===== config.mk =====
export PLATFORM = sky130hd
export DESIGN_NAME = encoder_position_speed_estimator
export DESIGN_NICKNAME = d
export VERILOG_FILES = /design/src/sv/epse_pkg.sv /design/src/sv/encoder_position_speed_estimator.sv /design/src/sv/epse_ctrl.sv /design/src/sv/epse_dp.sv
export SDC_FILE = /design/constraint.sdc
export NUM_CORES = 2
export LEC_CHECK = 0
export ABC_AREA = 1
export ABC_CLOCK_PERIOD_IN_PS = 8700
export BUFFER_PORTS_ARGS = -buffer_cell sky130_fd_sc_hd__buf_2
export CORE_MARGIN = 2
export CORE_UTILIZATION = 45
export CTS_CLUSTER_DIAMETER = 30
export CTS_CLUSTER_SIZE = 28
export DETAILED_ROUTE_END_ITERATION = 6
export GPL_TIMING_DRIVEN = 0
export SYNTH_ARGS = -nofsm -noshare
export SYNTH_HDL_FRONTEND = slang
export SYNTH_SLANG_ARGS = --single-unit

===== constraint.sdc =====
create_clock -name aclk -period 8.7 [get_ports aclk]
set_clock_uncertainty 0.1 [all_clocks]
set_input_delay 1.305 -clock aclk [delete_from_list [all_inputs] [get_ports aclk]]
set_output_delay 1.305 -clock aclk [all_outputs]
set_load 0.05 [all_outputs]

===== src/sv/epse_pkg.sv =====
`timescale 1ns / 1ps

package epse_pkg;

    localparam int MOTOR_COUNT = 2;
    localparam int MIDX_W      = (MOTOR_COUNT > 1) ? $clog2(MOTOR_COUNT) : 1;

    // item kinds
    localparam logic [1:0] KIND_POS   = 2'd0;
    localparam logic [1:0] KIND_SPEED = 2'd1;
    localparam logic [1:0] KIND_CLEAR = 2'd2;
    localparam logic [1:0] KIND_RSVD  = 2'd3;

    // config register indexes
    localparam int CFG_ADDR_W = 2;
    localparam int CFG_DATA_W = 17;
    localparam logic [CFG_ADDR_W-1:0] CFG_REVERSE_MASK = 2'd0;
    localparam logic [CFG_ADDR_W-1:0] CFG_COUNTS_PER_REV = 2'd1;
    localparam logic [CFG_ADDR_W-1:0] CFG_MIN_INTERVAL = 2'd2;
    localparam logic [CFG_ADDR_W-1:0] CFG_ALPHA = 2'd3;

    // config reset values
    localparam logic [1:0]  RST_REVERSE_MASK   = 2'd1;
    localparam logic [15:0] RST_COUNTS_PER_REV = 16'd3960;
    localparam logic [15:0] RST_MIN_INTERVAL   = 16'd250;
    localparam logic [16:0] RST_ALPHA          = 17'd13107;

    localparam logic [16:0] ALPHA_ONE = 17'd65536;
    localparam logic [19:0] US_PER_S  = 20'd1000000;
    localparam logic signed [6:0] S_PER_MIN = 7'sd60;

    // restoring divider: 31 quotient bits below the saturation point
    localparam int DIV_STEPS = 31;
    localparam int CNT_W     = $clog2(DIV_STEPS);

    // stream widths
    localparam int S_TDATA_W = 56;
    localparam int M_USED_W  = 65;
    localparam int M_TDATA_W = 72;

    typedef enum logic [3:0] {
        S_IDLE,
        S_UPD,
        S_CHK,
        S_MUL,
        S_DCHK,
        S_DIV,
        S_EMA_MUL,
        S_EMA_ADD,
        S_SCALE,
        S_OUT
    } epse_state_t;

    typedef struct packed {
        logic load_in;
        logic upd;
        logic chk;
        logic mul;
        logic dchk;
        logic div_step;
        logic ema_mul;
        logic ema_add;
        logic scale;
        logic load_out;
    } epse_cmd_t;

    typedef struct packed {
        logic short_path;  // result final after the position update
        logic no_update;   // speed estimate left as is
        logic div_skip;    // quotient known without dividing
        logic div_last;
    } epse_status_t;

endpackage


===== src/sv/encoder_position_speed_estimator.sv =====
`timescale 1ns / 1ps
// Channel  | Handshake                 | Payload
// s_       | s_tvalid / s_tready       | s_tdata: kind, motor_number, raw_count, now_us
// m_       | m_tvalid / m_tready       | m_tdata: motor_ok, position, speed_rpm
// cfg_     | cfg_wr_en (no wait)       | cfg_addr, cfg_wr_data
// One item at a time: an invalid motor, position read, clear or first speed read ends
// after the position update; a non-updating speed read adds check and scale; an update
// adds the 31-step restoring divider, which zero cpr, zero dt or saturation skip.
// aresetn (synchronous) clears control, motor state and config to reset values.
// A finished result waits in the output register; the next item is taken meanwhile
// and holds in its last state until that register frees.

module encoder_position_speed_estimator import epse_pkg::*; (
    input  logic                  aclk,
    input  logic                  aresetn,
    input  logic                  s_tvalid,
    output logic                  s_tready,
    // [1:0] kind, [3:2] motor_number, [19:4] raw_count, [51:20] now_us
    input  logic [S_TDATA_W-1:0]  s_tdata,
    output logic                  m_tvalid,
    input  logic                  m_tready,
    // [0] motor_ok, [32:1] position, [64:33] speed_rpm
    output logic [M_TDATA_W-1:0]  m_tdata,
    input  logic                  cfg_wr_en,
    input  logic [CFG_ADDR_W-1:0] cfg_addr,
    input  logic [CFG_DATA_W-1:0] cfg_wr_data
);

    epse_cmd_t    cmd;
    epse_status_t status;
    logic         out_motor_ok;
    logic [31:0]  out_position;
    logic [31:0]  out_speed_rpm;

    epse_ctrl u_ctrl (
        .aclk     (aclk),
        .aresetn  (aresetn),
        .s_tvalid (s_tvalid),
        .s_tready (s_tready),
        .m_tvalid (m_tvalid),
        .m_tready (m_tready),
        .status   (status),
        .cmd      (cmd)
    );

    epse_dp u_dp (
        .aclk            (aclk),
        .aresetn         (aresetn),
        .in_kind         (s_tdata[1:0]),
        .in_motor_number (s_tdata[3:2]),
        .in_raw_count    (s_tdata[19:4]),
        .in_now_us       (s_tdata[51:20]),
        .cfg_wr_en       (cfg_wr_en),
        .cfg_addr        (cfg_addr),
        .cfg_wr_data     (cfg_wr_data),
        .cmd             (cmd),
        .status          (status),
        .out_motor_ok    (out_motor_ok),
        .out_position    (out_position),
        .out_speed_rpm   (out_speed_rpm)
    );

    assign m_tdata = {{(M_TDATA_W - M_USED_W){1'b0}}, out_speed_rpm, out_position,
                      out_motor_ok};

endmodule


===== src/sv/epse_ctrl.sv =====
`timescale 1ns / 1ps

module epse_ctrl import epse_pkg::*; (
    input  logic         aclk,
    input  logic         aresetn,
    input  logic         s_tvalid,
    output logic         s_tready,
    output logic         m_tvalid,
    input  logic         m_tready,
    input  epse_status_t status,
    output epse_cmd_t    cmd
);

    epse_state_t state_reg, state_next;
    logic        m_tvalid_reg, m_tvalid_next;
    logic        out_free;

    assign out_free = !m_tvalid_reg || m_tready;

    always_comb begin
        state_next = state_reg;
        unique case (state_reg)
            S_IDLE:    if (s_tvalid) state_next = S_UPD;
            S_UPD:     state_next = status.short_path ? S_OUT : S_CHK;
            S_CHK:     state_next = status.no_update ? S_SCALE : S_MUL;
            S_MUL:     state_next = S_DCHK;
            S_DCHK:    state_next = status.div_skip ? S_EMA_MUL : S_DIV;
            S_DIV:     if (status.div_last) state_next = S_EMA_MUL;
            S_EMA_MUL: state_next = S_EMA_ADD;
            S_EMA_ADD: state_next = S_SCALE;
            S_SCALE:   state_next = S_OUT;
            S_OUT:     if (out_free) state_next = S_IDLE;
            default:   state_next = S_IDLE;
        endcase
    end

    always_comb begin
        cmd = '0;
        unique case (state_reg)
            S_IDLE:    cmd.load_in = s_tvalid;
            S_UPD:     cmd.upd = 1'b1;
            S_CHK:     cmd.chk = 1'b1;
            S_MUL:     cmd.mul = 1'b1;
            S_DCHK:    cmd.dchk = 1'b1;
            S_DIV:     cmd.div_step = 1'b1;
            S_EMA_MUL: cmd.ema_mul = 1'b1;
            S_EMA_ADD: cmd.ema_add = 1'b1;
            S_SCALE:   cmd.scale = 1'b1;
            S_OUT:     cmd.load_out = out_free;
            default:   cmd = '0;
        endcase
    end

    always_comb begin
        m_tvalid_next = m_tvalid_reg;
        if (cmd.load_out) begin
            m_tvalid_next = 1'b1;
        end else if (m_tready) begin
            m_tvalid_next = 1'b0;
        end
    end

    always_ff @(posedge aclk) begin
        if (!aresetn) begin
            state_reg    <= S_IDLE;
            m_tvalid_reg <= 1'b0;
        end else begin
            state_reg    <= state_next;
            m_tvalid_reg <= m_tvalid_next;
        end
    end

    assign s_tready = (state_reg == S_IDLE);
    assign m_tvalid = m_tvalid_reg;

endmodule


===== src/sv/epse_dp.sv =====
`timescale 1ns / 1ps

module epse_dp import epse_pkg::*; (
    input  logic                  aclk,
    input  logic                  aresetn,
    input  logic [1:0]            in_kind,
    input  logic [1:0]            in_motor_number,
    input  logic [15:0]           in_raw_count,
    input  logic [31:0]           in_now_us,
    input  logic                  cfg_wr_en,
    input  logic [CFG_ADDR_W-1:0] cfg_addr,
    input  logic [CFG_DATA_W-1:0] cfg_wr_data,
    input  epse_cmd_t             cmd,
    output epse_status_t          status,
    output logic                  out_motor_ok,
    output logic [31:0]           out_position,
    output logic [31:0]           out_speed_rpm
);

    // configuration
    logic [1:0]  reverse_mask_reg;
    logic [15:0] cpr_reg;
    logic [15:0] min_interval_reg;
    logic [16:0] alpha_reg;

    // per-motor state
    logic [15:0] last_raw_reg   [MOTOR_COUNT];
    logic [31:0] pos_reg        [MOTOR_COUNT];
    logic [31:0] base_cnt_reg   [MOTOR_COUNT];
    logic [31:0] base_time_reg  [MOTOR_COUNT];
    logic [31:0] rps_reg        [MOTOR_COUNT];
    logic        primed_reg     [MOTOR_COUNT];

    // current item
    logic [1:0]  kind_reg;
    logic [1:0]  motor_reg;
    logic [15:0] raw_reg;
    logic [31:0] now_reg;

    // work registers
    logic        neg_reg;
    logic [31:0] mag_reg;
    logic [31:0] dt_reg;
    logic [51:0] num_reg;
    logic [47:0] den_reg;
    logic [47:0] rem_reg;
    logic [30:0] low_reg;
    logic [30:0] quo_reg;
    logic [CNT_W-1:0] cnt_reg;
    logic signed [50:0] prod_reg;

    logic        res_ok_reg;
    logic [31:0] res_pos_reg;
    logic [31:0] res_rpm_reg;
    logic        out_ok_reg;
    logic [31:0] out_pos_reg;
    logic [31:0] out_rpm_reg;

    logic [1:0]        idx_full;
    logic [MIDX_W-1:0] idx;
    logic              item_valid;
    logic              reversed;
    logic [15:0]       raw_diff;
    logic [31:0]       delta_ext;
    logic [31:0]       delta_dir;
    logic [31:0]       new_pos;
    logic [31:0]       dt;
    logic [31:0]       dd;
    logic [31:0]       dd_mag;
    logic [36:0]       div_hi;
    logic [48:0]       trial;
    logic              fits;
    logic [48:0]       rem_after;
    logic [32:0]       quo_ext;
    logic signed [32:0] n_s;
    logic signed [32:0] s_s;
    logic signed [32:0] diff_s;
    logic [16:0]       alpha_eff;
    logic signed [17:0] alpha_s;
    logic [34:0]       step;
    logic [31:0]       rps_new;
    logic signed [37:0] scaled;
    logic [31:0]       rpm_sat;

    assign idx_full   = motor_reg - 2'd1;
    assign idx        = idx_full[MIDX_W-1:0];
    assign item_valid = (motor_reg != 2'd0) && (int'(motor_reg) <= MOTOR_COUNT)
                        && (kind_reg != KIND_RSVD);
    // only the first two motors have a direction bit
    assign reversed   = !idx_full[1] && reverse_mask_reg[idx_full[0]];

    assign raw_diff  = raw_reg - last_raw_reg[idx];
    assign delta_ext = {{16{raw_diff[15]}}, raw_diff};
    assign delta_dir = reversed ? (32'd0 - delta_ext) : delta_ext;
    assign new_pos   = pos_reg[idx] + delta_dir;

    assign dt     = now_reg - base_time_reg[idx];
    assign dd     = pos_reg[idx] - base_cnt_reg[idx];
    assign dd_mag = dd[31] ? (32'd0 - dd) : dd;

    // quotient of num*2^16/den saturates once num*2^16 >= den*2^31
    assign div_hi    = num_reg[51:15];
    assign trial     = {rem_reg, low_reg[30]};
    assign fits      = trial >= {1'b0, den_reg};
    assign rem_after = fits ? (trial - {1'b0, den_reg}) : trial;

    assign quo_ext   = {2'b00, quo_reg};
    assign n_s       = neg_reg ? $signed(33'd0 - quo_ext) : $signed(quo_ext);
    assign s_s       = $signed({rps_reg[idx][31], rps_reg[idx]});
    assign diff_s    = n_s - s_s;
    assign alpha_eff = (alpha_reg > ALPHA_ONE) ? ALPHA_ONE : alpha_reg;
    assign alpha_s   = $signed({1'b0, alpha_eff});

    // arithmetic shift gives floor for both signs
    assign step    = prod_reg[50:16];
    assign rps_new = rps_reg[idx] + step[31:0];

    assign scaled  = 38'(s_s) * 38'(S_PER_MIN);
    always_comb begin
        if (scaled[37:31] == 7'h00 || scaled[37:31] == 7'h7F) begin
            rpm_sat = scaled[31:0];
        end else if (scaled[37]) begin
            rpm_sat = 32'h8000_0000;
        end else begin
            rpm_sat = 32'h7FFF_FFFF;
        end
    end

    assign status.short_path = !item_valid || (kind_reg != KIND_SPEED) || !primed_reg[idx];
    assign status.no_update  = (dt < {16'd0, min_interval_reg}) || (dd == 32'd0);
    assign status.div_skip   = (cpr_reg == 16'd0) || (dt_reg == 32'd0)
                               || ({11'd0, div_hi} >= den_reg);
    assign status.div_last   = (cnt_reg == '0);

    // configuration and motor state
    always_ff @(posedge aclk) begin
        if (!aresetn) begin
            reverse_mask_reg <= RST_REVERSE_MASK;
            cpr_reg          <= RST_COUNTS_PER_REV;
            min_interval_reg <= RST_MIN_INTERVAL;
            alpha_reg        <= RST_ALPHA;
            for (int i = 0; i < MOTOR_COUNT; i++) begin
                last_raw_reg[i]  <= '0;
                pos_reg[i]       <= '0;
                base_cnt_reg[i]  <= '0;
                base_time_reg[i] <= '0;
                rps_reg[i]       <= '0;
                primed_reg[i]    <= 1'b0;
            end
        end else begin
            if (cfg_wr_en) begin
                unique case (cfg_addr)
                    CFG_REVERSE_MASK:   reverse_mask_reg <= cfg_wr_data[1:0];
                    CFG_COUNTS_PER_REV: cpr_reg          <= cfg_wr_data[15:0];
                    CFG_MIN_INTERVAL:   min_interval_reg <= cfg_wr_data[15:0];
                    CFG_ALPHA:          alpha_reg        <= cfg_wr_data;
                    default: ;
                endcase
            end
            if (cmd.upd && item_valid) begin
                last_raw_reg[idx] <= raw_reg;
                if (kind_reg == KIND_CLEAR) begin
                    pos_reg[idx]       <= '0;
                    base_cnt_reg[idx]  <= '0;
                    base_time_reg[idx] <= '0;
                    rps_reg[idx]       <= '0;
                    primed_reg[idx]    <= 1'b0;
                end else begin
                    pos_reg[idx] <= new_pos;
                    if (kind_reg == KIND_SPEED && !primed_reg[idx]) begin
                        primed_reg[idx]    <= 1'b1;
                        base_time_reg[idx] <= now_reg;
                        base_cnt_reg[idx]  <= new_pos;
                        rps_reg[idx]       <= '0;
                    end
                end
            end
            if (cmd.chk && !status.no_update) begin
                base_cnt_reg[idx]  <= pos_reg[idx];
                base_time_reg[idx] <= now_reg;
            end
            if (cmd.ema_add) begin
                rps_reg[idx] <= rps_new;
            end
        end
    end

    // payload and arithmetic
    always_ff @(posedge aclk) begin
        if (cmd.load_in) begin
            kind_reg  <= in_kind;
            motor_reg <= in_motor_number;
            raw_reg   <= in_raw_count;
            now_reg   <= in_now_us;
        end
        if (cmd.upd) begin
            res_ok_reg  <= item_valid;
            res_pos_reg <= (item_valid && kind_reg != KIND_CLEAR) ? new_pos : 32'd0;
            res_rpm_reg <= 32'd0;
        end
        if (cmd.chk) begin
            neg_reg <= dd[31];
            mag_reg <= dd_mag;
            dt_reg  <= dt;
        end
        if (cmd.mul) begin
            num_reg <= 52'(mag_reg) * 52'(US_PER_S);
            den_reg <= 48'(dt_reg) * 48'(cpr_reg);
        end
        if (cmd.dchk) begin
            rem_reg <= {11'd0, div_hi};
            low_reg <= {num_reg[14:0], 16'd0};
            cnt_reg <= CNT_W'(DIV_STEPS - 1);
            if (cpr_reg == 16'd0) begin
                quo_reg <= '0;
            end else if (status.div_skip) begin
                quo_reg <= '1;
            end else begin
                quo_reg <= '0;
            end
        end
        if (cmd.div_step) begin
            rem_reg <= rem_after[47:0];
            low_reg <= {low_reg[29:0], 1'b0};
            quo_reg <= {quo_reg[29:0], fits};
            cnt_reg <= cnt_reg - CNT_W'(1);
        end
        if (cmd.ema_mul) begin
            prod_reg <= 51'(diff_s) * 51'(alpha_s);
        end
        if (cmd.scale) begin
            res_rpm_reg <= rpm_sat;
        end
        if (cmd.load_out) begin
            out_ok_reg  <= res_ok_reg;
            out_pos_reg <= res_pos_reg;
            out_rpm_reg <= res_rpm_reg;
        end
    end

    assign out_motor_ok  = out_ok_reg;
    assign out_position  = out_pos_reg;
    assign out_speed_rpm = out_rpm_reg;

endmodule


==> metrics.md <==
| Metric | Value |
|---|---|
| Post-CTS Hold Fix Bufs | 0 |
| CP max FO | 4 |
| Critical Path RT | 9.12 ns |
| Final setup violation count | 27 |
| Max Clk Rate | 0.103 GHz |
| Primary FF master, synth | edfxtp_1 |
| Synth top area share | 0.243 |
| CP max stage delay | 0.55 ns |
| Synth top area cells | edfxtp_1 24%, fa_1 24%, ha_1 9.8% |
| Critical path launch point type | register |
| Sequential fraction of the synthesis area | 0.256 |
| Max Buffers Root-to-Sink | 3 |
| WP data arrival | 10.14 ns |
| Yosys reg bits | 810 |
| Multi-input gate area | 0.0621 mm^2 |
| Failing checks | capacitance limit, slew limit, setup timing |
| Min Tclk post-route | 9.72 ns |
| Setup ws final | -1.02 ns |
| H-tree depth | 4 |
| Die ar. | 0.210 mm^2 |
| Clock slew at reported path FFs | 0.05 ns |
| Critical path class | reg2reg |
| CTS sink count | 810 |
| Initial Util | 0.453 |
| Ys async rst share | 0 |
| GPL Wtd Cong | 1.03 |
| Gate Count Post-Synth | 11.1k |
| RSZ-0062 raised after global routing | yes |
| Initial antenna violation count | 19 |
| Final critical-path share of the clock period | 1.12 |
| Via/cell ratio | 5.40 |
| Fillers | 18.9k |
| Row count | 166 |
| Post-synthesis adder-cell area fraction | 0.341 |
| Final WL | 322000 um |
| Avg Inst Size Synth | 8.39 um^2 |
| Mux share of post-synthesis cell area | 0.00809 |
| Clk_lat worst skew | 0.82 ns |
| DRC | 0 |
| Post-synthesis xor/xnor area fraction | 0.0334 |
| Core Area | 0.205 mm^2 |
| Most frequent cell after synthesis | inv_1 |
| Vias in the first global route | 78.8k |
| Worst setup EP type | register |
| Synth area leader | edfxtp_1 |
| Die H | 458 um |
| Largest family of logic cells by synthesized area | adder cells |
| Pre-antenna DRT Iters | 6 |
| Library cells used by synthesis | 67 |
| Clock root cell | clkbuf_16 |
| Largest net degree at the start of global routing | 46 |
| Max-slew violations | 1 |
| DR vias | 78.3k |
| Share of cells above drive strength 1 | 0.127 |
| Crit-path most repeated cell | fa_1 |
| Detailed placement HPWL | 263000 um |
| FF/Latch Area | 0.0237 mm^2 |
| Status | finished, violations left |
| Relative slew slack | -0.00195 |
| Worst slew pin tran | 1.49 ns |
| Hold Worst Slack | 0.311 ns |
| Layout area overhead | 18.3% |
| Num ports | 154 |
| DRT iter0 DRCs | 7186 |
| Setup_tns | -18.34 ns |
| Post-Syn Area | 0.0928 mm^2 |
| Yosys warns | 0 |
| EDFF count, synth | 752 |
| Simple-Gate Fraction of Synth Area | 0.171 |
| Fin nets | 13.6k |
| First-pass GRT wire length | 482000 um |
| CTS tree | built |
| HP Class | reg2reg |
| Num CTS Buffers | 186 |
| Synth Area in Compound Gates | 0.0776 |
| Detail Route Antenna Nets | 0 |
| DR WL/cell | 22.2 um |
| Total GRT Usage | 0.305 |
| Crit path max-delay cell type | fa_1 |
| MaxCap Viol Count | 1 |
| Die Width | 458 um |
| Final Hold Viols | 0 |
| Global route overflow | 0 |
| Buffers added on ports | 141 |
| Post-synth top cells | 2398 x inv_1, 1999 x nand2_1, 1274 x nor2_1 |
repair_timing:
item / CTS / global route
buffers inserted: 121 / 92
gates cloned: 2 / 0
endpoints found under the hold margin: 0 / 0
resized for setup: 640 / 360
endpoints found under the setup margin: 262 / 49
pin swaps: 186 / 190
worst max-delay path: cells and delay by family, from the launching register on:
family                     cells  cell delay (ns)
and+or+nand+nor                9             0.99
xor gates and xnor gates       1             0.22
adders and majority gates      9             4.01
buffers and inverters         11             1.57
DFF                            1             0.39
AOI/OAI and AO/OA             14             2.09
metrics by stage:
| step | util | setup WS, ns | cells | instance area (um^2) |
|---|---|---|---|---|
| detailed placement | 0.476 | -4.85 | 13936 | 97500 |
| finish | 0.536 | -1.02 | 14500 | 110000 |
| floorplan | - | 0.0170 | 11073 | 92900 |
| CTS | 0.526 | -0.677 | 14402 | 108000 |
| global route | 0.536 | -1.19 | 14500 | 110000 |
| global placement | 0.473 | -6.17 | 13902 | 96900 |
layer usage:
metal / GRT usage / vias to the layer above / share of wire
li1: - / 35607 / -
met1: 0.433 / 38736 / 0.43
met2: 0.448 / 3285 / 0.42
met3: 0.0781 / 637 / 0.10
met4: 0.113 / 4 / 0.043
met5: 0 / - / 0.00011
area by class of cell:
cell class,count,share of cell area
plain buffers,335,0.0166
repair buffers,387,0.0276
clock buffers,204,0.0434
well taps,2688,0.0306
diodes,12,0.000273
clock inverters,143,0.0174
flip-flops and latches,810,0.216
inverters,2417,0.0831
multi-input cells,7504,0.565
placed cells by master, fill, tap and decap left out, drive strengths merged, types with 8 or more instances in the layout:
cell type  synthesis  final
inv             2407   2421
nand2           2010   2010
nor2            1278   1278
fa              1127   1127
edfxtp           752    752
ha               728    728
a21oi            604    604
o21ai            490    490
clkbuf           280    471
buf               62    455
nand3            273    273
xor2             233    233
xnor2            118    118
or2              102    102
nor3              81     81
clkinv            10     81
mux2i             75     75
nand4             72     72
dfxtp             58     58
a31oi             50     50
nor4              45     45
a21o              40     40
o21a              33     33
bufinv             0     30
clkinvlp           0     28
o211ai            27     27
o21bai            25     25
nand3b            17     17
a21boi            13     13
diode              0     12
o221ai            10     10
a211oi             8      8
cell families after synthesis:
family / count (synthesis)
mux: 75
flops: 810
simple gates: 3892
other cells: 1
xor+xnor: 351
fa+ha+maj: 1855
compound gates: 1324
buf+inv: 2759
final timing paths:
path / startpoint / to / slack, ns / cells past startpoint
worst max register to register: u_dp.motor_reg[0] / u_dp.prod_reg[47] / -1.02 / 44
worst min-delay path: u_dp.res_rpm_reg[12] / u_dp.out_speed_rpm[12] / 0.31 / 0
worst max-delay path: u_dp.motor_reg[0] / u_dp.prod_reg[47] / -1.02 / 44
worst min register to register: u_dp.res_rpm_reg[12] / u_dp.out_speed_rpm[12] / 0.31 / 0
Power is left out: the tool's default activity adds up to more than one toggle a clock period on the data nets, which glitch-free logic cannot reach.
